## src/rtl/sts_pkg.sv

```systemverilog
// ----------------------------------------------------------------------------
// Sorted table search package
// Shared widths, operation and status codes, and controller/datapath structs.
// ----------------------------------------------------------------------------
package sts_pkg;

    localparam int TABLE_DEPTH = 1024;
    localparam int ADDR_W      = $clog2(TABLE_DEPTH);
    localparam int CNT_W       = ADDR_W + 1;

    localparam int OP_W        = 2;
    localparam int KEY_W       = 31;
    localparam int ST_W        = 2;
    localparam int IDX_W       = 11;
    localparam int SUM_W       = 48;

    localparam int S_TDATA_W   = 32;
    localparam int M_TDATA_W   = 64;

    localparam logic [OP_W-1:0] OP_LOAD  = 2'd0;
    localparam logic [OP_W-1:0] OP_QUERY = 2'd1;
    localparam logic [OP_W-1:0] OP_CLEAR = 2'd2;

    localparam logic [ST_W-1:0] ST_OK        = 2'd0;
    localparam logic [ST_W-1:0] ST_FULL      = 2'd1;
    localparam logic [ST_W-1:0] ST_NOT_FOUND = 2'd2;

    typedef struct packed {
        logic accept;
        logic rd_start;
        logic probe;
        logic finish;
    } t_cmd;

    typedef struct packed {
        logic in_query;
        logic search_done;
        logic out_free;
    } t_stat;

endpackage

```

## src/rtl/sts_ctrl.sv

```systemverilog
// ----------------------------------------------------------------------------
// Sorted table search controller
// Sequences accept, search probes and result write-back for one item.
// ----------------------------------------------------------------------------
module sts_ctrl (
    input  logic          i_clk,
    input  logic          i_rst_n,
    input  logic          i_s_valid,
    output logic          o_s_ready,
    input  sts_pkg::t_stat i_stat,
    output sts_pkg::t_cmd  o_cmd
);

    localparam logic [1:0] S_IDLE   = 2'd0;
    localparam logic [1:0] S_START  = 2'd1;
    localparam logic [1:0] S_PROBE  = 2'd2;
    localparam logic [1:0] S_FINISH = 2'd3;

    logic [1:0] r_state;
    logic [1:0] n_state;

    always_comb begin
        n_state   = r_state;
        o_cmd     = '0;
        o_s_ready = (r_state == S_IDLE);
        case (r_state)
            S_IDLE: begin
                if (i_s_valid) begin
                    o_cmd.accept = 1'b1;
                    n_state      = i_stat.in_query ? S_START : S_FINISH;
                end
            end
            S_START: begin
                o_cmd.rd_start = 1'b1;
                n_state        = S_PROBE;
            end
            S_PROBE: begin
                o_cmd.probe = 1'b1;
                if (i_stat.search_done) begin
                    n_state = S_FINISH;
                end
            end
            S_FINISH: begin
                if (i_stat.out_free) begin
                    o_cmd.finish = 1'b1;
                    n_state      = S_IDLE;
                end
            end
            default: begin
                n_state = S_IDLE;
            end
        endcase
    end

    always_ff @(posedge i_clk) begin
        if (!i_rst_n) begin
            r_state <= S_IDLE;
        end else begin
            r_state <= n_state;
        end
    end

    a_accept_leaves_idle: assert property (@(posedge i_clk) disable iff (!i_rst_n)
        (o_s_ready && i_s_valid) |=> (r_state != S_IDLE))
        else $error("Accepted transaction did not start processing.");

    a_finish_returns_idle: assert property (@(posedge i_clk) disable iff (!i_rst_n)
        (r_state == S_FINISH && i_stat.out_free) |=> (r_state == S_IDLE))
        else $error("Result write-back did not return to idle.");

endmodule

```

## config.mk

```make
export PLATFORM = sky130hd
export DESIGN_NAME = sts_ctrl
export DESIGN_NICKNAME = d
export VERILOG_FILES = /design/src/rtl/sts_pkg.sv /design/src/rtl/sts_ctrl.sv
export SDC_FILE = /design/constraint.sdc
export NUM_CORES = 1
export LEC_CHECK = 0
export BUFFER_PORTS_ARGS = -buffer_cell sky130_fd_sc_hd__buf_4
export CAP_MARGIN = 20
export CORE_AREA = 3 3 40 42
export CTS_BUF_LIST = sky130_fd_sc_hd__clkbuf_8
export CTS_CLUSTER_SIZE = 8
export DETAILED_ROUTE_END_ITERATION = 7
export DIE_AREA = 0 0 43 45
export HOLD_SLACK_MARGIN = 0.1
export PLACE_DENSITY = 0.31
export SYNTH_ARGS = -nofsm -noshare
export SYNTH_HDL_FRONTEND = slang
export SYNTH_SLANG_ARGS = --single-unit
```

## constraint.sdc

```tcl
create_clock -name i_clk -period 2.4 [get_ports i_clk]
set_input_delay 0.36 -clock i_clk [delete_from_list [all_inputs] [get_ports i_clk]]
set_output_delay 0.36 -clock i_clk [all_outputs]
set_load 0.01 [all_outputs]
```

Word level (Yosys, flattened, before mapping)
Cells that the tools add are included.

cells by class
  reductions and logical operators = 2
  multiplexer cells = 11
  eq/ne operators = 6

operators by type and width
  kind                                                 count
  2-to-1 mux 2 bit                                     4
  case mux 2 bit (4 select lines)                      1
  2-to-1 mux 1 bit                                     6
  != test 2 bit, second input constant                 3
  equality test 2 bit, second input constant           2
  AND reduction 3 bit                                  1
  equality test 2 x 1 -> 1 bit, second input constant  1
  logical NOT 2 bit                                    1

storage, ports and cells
  input bits = 6
  bits in registers = 2

Depth between registers and ports, before layout
Gate-level depths: netlist (run 1).

  word-level depth = 3
  gate-level depth with buffers = 5
  gate-level depth less buffers = 5

Worst setup path after synthesis (run 1)
Ideal clock, no wire load.

  path kind = register to output
  start point = register r_state[0]
  end point = output o_cmd[3] in the netlist's numbering
  arrival time = 0.873 ns
  path slack = 1.167 ns
  required time = 2.040 ns
  stages on the path, launching flop included = 4
  buffers on the path = 0
  cells stage by stage = dfxtp_1 -> inv_1 -> ha_1 -> and2_1

RTL lines
  element                 RTL line        source
  start, declared         sts_ctrl.sv:19  logic [1:0] r_state;
  start signal, assigned  sts_ctrl.sv:59  r_state <= n_state;
  end, declared           sts_ctrl.sv:11  output sts_pkg::t_cmd o_cmd

==> results of run 1 <==
[layout make-up]
cell class	count	area [um^2]	share of cell area
Multi-Input combinational cell	16	139	0.420
Timing Repair Buffer	10	75.1	0.227
Clock buffer	3	41.3	0.125
Sequential cell	2	40.0	0.121
Tap cell	15	18.8	0.0568
Inverter	4	16.3	0.0492
[placed cells by master, fill, tap and decap left out]
cell type   instances
and2_1              2
and2b_2             1
buf_4              10
clkbuf_8            3
clkinvlp_2          1
dfxtp_1             2
ha_1                4
inv_1               2
inv_2               1
mux2i_1             2
nand2_1             2
nand2b_1            1
nor2b_2             1
o21ai_0             1
o21ai_1             1
o221ai_2            1
[report_power, final]
| group | internal [mW] | switching [mW] | total, mW |
|---|---|---|---|
| registers | 0.0490 | 0.0167 | 0.0657 |
| logic | 0.111 | 0.0944 | 0.205 |
| clock network | 0.106 | 0.0231 | 0.129 |
| total | 0.265 | 0.134 | 0.400 |
[how the worst min path moves through the flow]
stage / startpoint / to / slack, ns / cells after the start
after floorplan: r_state[1] / r_state[1] / 0.47 / 2
after global placement: r_state[1] / r_state[1] / 0.52 / 2
after detailed placement: r_state[1] / r_state[1] / 0.51 / 2
after CTS: i_rst_n / r_state[0] / 0.44 / 3
after global routing: i_rst_n / r_state[0] / 0.45 / 3
final: i_rst_n / r_state[1] / 0.44 / 3
[worst max-delay path, delay by kind of cell (launching register included)]
kind | cells | cell delay, ns
DFF | 1 | 0.38
buffers and inverters | 2 | 0.22
and+or+nand+nor | 1 | 0.16
adders and majority gates | 1 | 0.27
[cell families after synthesis]
group | share of synthesized area
and+or+nand+nor | 0.224
buffers and inverters | 0.0833
adders and majority gates | 0.256
AOI/OAI and AO/OA | 0.128
muxes | 0.103
DFF | 0.205
[per-stage QoR]
stage | utilization | hold WS, ns
after CTS | 0.257 | 0.440
after global placement | 0.225 | 0.518
after detailed placement | 0.225 | 0.506
after global routing | 0.257 | 0.449
final | 0.257 | 0.444
after floorplan | - | 0.471
[metal layers]
metal  up-vias  share of wire  track usage
met5         -              0            0
met4         0              0       0.0181
met3         0           0.13       0.0398
met2         9           0.43       0.0719
met1        73           0.44       0.0552
li1         96              -            -
==> flow_metrics.env, run 1 <==
export IMPL_worst_path_max_fanout=6
export IMPL_numCtsBuffers=3
export IMPL_holdCritPathClass="input pin to flip-flop"
export IMPL_route_detailed_drc=0
export IMPL_synth_flop_cell="dfxtp_1"
export IMPL_htree_levels=1
export IMPL_crit_end="o_cmd[3]"
export IMPL_arrival_ns=1.24
export IMPL_cts_tree="done"
export IMPL_synth_edf_count=0
export IMPL_die_h_um=45
export IMPL_fin_area_um2=330
export IMPL_power_density_nw_per_um2=1210
export IMPL_grt_overflow=0
export IMPL_nFillCells=149
export IMPL_drive_gt1_frac=0.514
export IMPL_synth_top_area_cell="ha_1"
export IMPL_firstDrtPassIters=2
export IMPL_finalPower_mw=0.400
export IMPL_via_per_inst=3.56
export IMPL_fin_setup_tns_ns=0
export IMPL_yosysTopAreaCellShare=0.256
export IMPL_async_flop_share=0
export IMPL_cts_root_buf="clkbuf_8"
export IMPL_antenna_found_initial=0
export IMPL_r2r_cells=5
export IMPL_nNetsFinal=47
export IMPL_grt_usage=0.0499
export IMPL_cts_resized=0
export IMPL_finalWorstSetupSlack_ns=0.802
export IMPL_synthToLayoutAreaGrowth_pct=69.2
export IMPL_p_leak_nw=0.162
export IMPL_r2r_end="r_state[0]"
export IMPL_maxSlewViolCount=0
export IMPL_start_util=0.152
export IMPL_start_kind="flip-flop"
export IMPL_skew_ns=0.00263
export IMPL_reg2reg_slack_ns=1.15
export IMPL_grt_setup_unrepaired="false"
export IMPL_antenna_cells=0
export IMPL_synthTopCellsByArea="ha_1, dfxtp_1, mux2i_1"
export IMPL_synthMostInstantiatedCell="ha_1"
export IMPL_grt_pass1_wl_um=690
export IMPL_rows=13
export IMPL_gp_congestion=0.650
export IMPL_post_cts_setup_buffers=0
export IMPL_criticalPathCategory="flip-flop to output port"
export IMPL_critPathSlowestCell="dfxtp_1"
export IMPL_path_cells="inv_1, ha_1, and2_1, buf_4"
export IMPL_synth_cell_area_um2=195
export IMPL_clk_pin_slew_ns=0.03
export IMPL_regMostFlops="r_state"
export IMPL_r2r_start="r_state[0]"
export IMPL_slew_headroom=0.849
export IMPL_fin_crit_sh=0.666
export IMPL_ir_worst_vdd_mv=0.244
export IMPL_clock_latency_ns=0.21
export IMPL_ctsHoldBuffers=0
export IMPL_die_w_um=43
export IMPL_cp_data_required_time_ns=2.04
export IMPL_synth_seq_cells=2
export IMPL_yosysSeqAreaShare=0.205
export IMPL_grt_pass1_vias=175
export IMPL_place_ws_ns=1.00
export IMPL_clkSinkCount=2
export IMPL_core_um2=1280
export IMPL_tightest_slew_ns=0.226
export IMPL_status="complete, no violations"
export IMPL_grt_max_degree=7
export IMPL_placed_cells=47
export IMPL_yosys_warnings=0
export IMPL_finalHoldViolations=0
export IMPL_cts_buffer_depth=2
export IMPL_fmaxAchievable_ghz=0.626
export IMPL_drt_wirelength_per_cell_um=7.92
export IMPL_portBuffers=10
export IMPL_ios=11
export IMPL_startpoint="r_state[0]"
export IMPL_via_count=178
export IMPL_stdcell_count=50
export IMPL_place_area_um2=289
export IMPL_reg_top3="r_state: 2 flops"
export IMPL_syn_nets=32
export IMPL_postRouteAntennaNets=0
export IMPL_largest_reg_flops=2
export IMPL_period_minus_slack_ns=1.60
export IMPL_yosysUniqueCellTypes=14
export IMPL_drtIter0Drc=9
export IMPL_final_setup_viol_count=0
export IMPL_cpPeakStageDelay_ns=0.38
export IMPL_cp_end_kind="output port"
export IMPL_dieArea_um2=1940
export IMPL_synth_cells=22
export IMPL_cap_viol_max_count=0
export IMPL_wl_um=396
export IMPL_avgSynthCellArea_um2=8.87
No activity file was read; power rests on OpenSTA's default activity.
==> inputs of run 2 (changes only) <==
- ABC_AREA: unset -> 1
- PLACE_DENSITY: 0.31 -> 0.35
- clock period: 2.4 -> 1.3 ns (I/O delays scaled with it)
==> run 2 against run 1 <==
Effect of this change:
- utilization rose by 5.0 points
- cell area rose by 19%
- non-clock buffer count rose by 2
- worst hold slack got worse by 0.22 ns
- highest routed layer unchanged
- first-iteration DRC count fell by 67%
- routed wire length rose by 16%
- synthesized cell count rose by 41%
==> flow_metrics.env, run 2 <==
export IMPL_cp_end_kind="output port"
export IMPL_die_w_um=43
export IMPL_final_common_cell="buf_4"
export IMPL_ys_top_cells_by_count="nand2_1, inv_1, ha_1, nor2_1"
export IMPL_criticalPathCategory="flip-flop to output port"
export IMPL_synthTopCellsByArea="ha_1, dfxtp_1, bufinv_8"
export IMPL_async_flop_share=0
export IMPL_via_count=207
export IMPL_path_cells="bufinv_8, ha_4, nand2_2, inv_1, buf_4"
export IMPL_nNetsFinal=58
export IMPL_synthToLayoutAreaGrowth_pct=76.0
export IMPL_wl_um=461
export IMPL_placed_cells=58
export IMPL_core_um2=1280
export IMPL_worst_path_max_fanout=5
export IMPL_largest_reg_flops=2
export IMPL_final_cell_mix="buf_4, nand2_1, inv_1, nor2_1, clkbuf_8"
export IMPL_syn_nets=41
export IMPL_holdPathEnd="r_state[0]"
export IMPL_post_cts_setup_buffers=0
export IMPL_dpl_hpwl_um=364
export IMPL_fin_crit_sh=0.968
export IMPL_portBuffers=10
export IMPL_drive_gt1_frac=0.522
export IMPL_regMostFlops="r_state"
export IMPL_r2r_cells=5
export IMPL_tightest_slew_ns=0.111
export IMPL_skew_ns=0.000339
export IMPL_crit_family="buffers and inverters"
export IMPL_start_kind="flip-flop"
export IMPL_antenna_cells=0
export IMPL_synth_top_area_cell="ha_1"
export IMPL_numCtsBuffers=3
export IMPL_synth_cells=31
export IMPL_drt_wirelength_per_cell_um=7.56
export IMPL_drtIter0Drc=3
export IMPL_slew_headroom=0.926
export IMPL_start_util=0.174
export IMPL_clkSinkCount=2
export IMPL_holdCritPathClass="input pin to flip-flop"
export IMPL_min_delay_start="i_rst_n"
export IMPL_r2r_end="r_state[0]"
export IMPL_htree_levels=1
export IMPL_period_minus_slack_ns=1.26
export IMPL_p_leak_nw=0.229
export IMPL_route_detailed_drc=0
export IMPL_reg_top3="r_state: 2 flops"
export IMPL_avgSynthCellArea_um2=7.22
export IMPL_cts_root_buf="clkbuf_8"
export IMPL_grt_usage=0.0557
export IMPL_ir_worst_vdd_mv=0.692
export IMPL_grt_pass1_wl_um=759
export IMPL_yosysUniqueCellTypes=10
export IMPL_cpPeakStageDelay_ns=0.31
export IMPL_postRouteAntennaNets=0
export IMPL_synth_flop_cell="dfxtp_1"
export IMPL_synthMostInstantiatedCell="nand2_1"
export IMPL_synth_edf_count=0
export IMPL_via_per_inst=3.39
export IMPL_fmaxAchievable_ghz=0.794
export IMPL_clock_latency_ns=0.21
export IMPL_cap_viol_max_count=0
export IMPL_grt_pass1_vias=228
export IMPL_dieArea_um2=1940
export IMPL_fin_area_um2=394
export IMPL_ios=11
export IMPL_cts_buffer_depth=2
export IMPL_maxSlewViolCount=0
export IMPL_firstDrtPassIters=2
export IMPL_gp_congestion=0.703
export IMPL_status="complete, no violations"
export IMPL_r2r_start="r_state[0]"
export IMPL_critPathSlowestCell="dfxtp_2"
export IMPL_whs_path_depth=3
export IMPL_synth_seq_cells=2
export IMPL_grt_max_degree=6
export IMPL_synth_cell_area_um2=224
export IMPL_yosys_warnings=0
export IMPL_place_area_um2=333
export IMPL_final_setup_viol_count=0
export IMPL_cts_tree="done"
export IMPL_yosysSeqAreaShare=0.179
export IMPL_clk_pin_slew_ns=0.03
export IMPL_arrival_ns=1.06
export IMPL_cp_data_required_time_ns=1.11
export IMPL_reg2reg_slack_ns=0.12
export IMPL_rows=13
export IMPL_finalHoldViolations=0
export IMPL_antenna_found_initial=0
export IMPL_power_density_nw_per_um2=2380
export IMPL_crit_buf_inv=3
export IMPL_stdcell_count=61
export IMPL_grt_overflow=0
export IMPL_grt_setup_unrepaired="true"
export IMPL_yosysTopAreaCellShare=0.223
export IMPL_die_h_um=45
-- run 2: cell types whose count changed after synthesis, moves of 2 or more --
cell / delta
nand2_1: +7
inv_1: +4
and2_1: -2
mux2i_1: -2
nor2_1: +4
bufinv_8: +2
-- run 2: routing by layer --
layer / wire length [um] / global-route usage / up-vias
li1: - / - / 119
met1: 173 / 0.0504 / 82
met2: 241 / 0.0868 / 6
met3: 46 / 0.0199 / 0
met4: 0 / 0.0723 / 0
met5: 0 / 0 / -
-- run 2: cell families after synthesis --
group	synth area share
flip-flops	0.179
AND/OR/NAND/NOR	0.318
buffers and inverters	0.257
adder cells (fa/ha/maj)	0.223
AO/OA/AOI/OAI	0.0223
-- run 2: worst max path at each step --
stage               startpoint          to  slack (ns)  cells past startpoint
finish              r_state[1]    o_cmd[3]        0.04                      5
global route        r_state[1]    o_cmd[3]      -0.005                      5
CTS                 r_state[1]    o_cmd[3]        0.01                      5
detailed placement  r_state[0]  r_state[0]        0.08                      5
global placement    r_state[0]  r_state[1]        0.09                      6
floorplan           r_state[0]  r_state[0]        0.06                      5
-- run 2: where the power goes --
part	leakage [nW]	internal, mW	switching, mW	total, mW
Combinational	0.190	0.338	0.249	0.587
Clock	0.0216	0.196	0.0473	0.243
Sequential	0.0172	0.0965	0.0127	0.109
Total	0.229	0.630	0.309	0.939
-- run 2: timing repair --
action / CTS / global route
cloned: 0 / 0
endpoints found under the setup margin: 2 / 3
hold buffers: 0 / 0
gates resized for setup: 2 / 4
-- run 2: layout make-up --
type / count / area [um^2]
multi-input cells: 21 / 144
well taps: 15 / 18.8
repair buffers: 12 / 90.1
inverters: 8 / 57.6
clock buffers: 3 / 41.3
fillers: 144 / 891
flip-flops and latches: 2 / 42.5
-- run 2: metrics by stage --
step	TNS, ns	worst slack [ns]	util	hold WS (ns)	power [mW]
3_3_place_gp	0	0.0915	0.259	0.425	0.650
6_report	0	0.0413	0.307	0.222	0.939
3_5_place_dp	0	0.0763	0.259	0.440	0.651
5_1_grt	-0.00480	-0.00480	0.307	0.236	1.03
2_1_floorplan	0	0.0556	-	0.315	0.463
4_1_cts	0	0.0108	0.301	0.221	0.947
-- run 2: worst register-to-register path, delay by kind of cell (launching register included) --
| kind | cells | cell delay (ns) |
|---|---|---|
| AND/OR/NAND/NOR | 3 | 0.37 |
| adder cells (fa/ha/maj) | 1 | 0.22 |
| flip-flops | 1 | 0.31 |
| buffers and inverters | 1 | 0.18 |
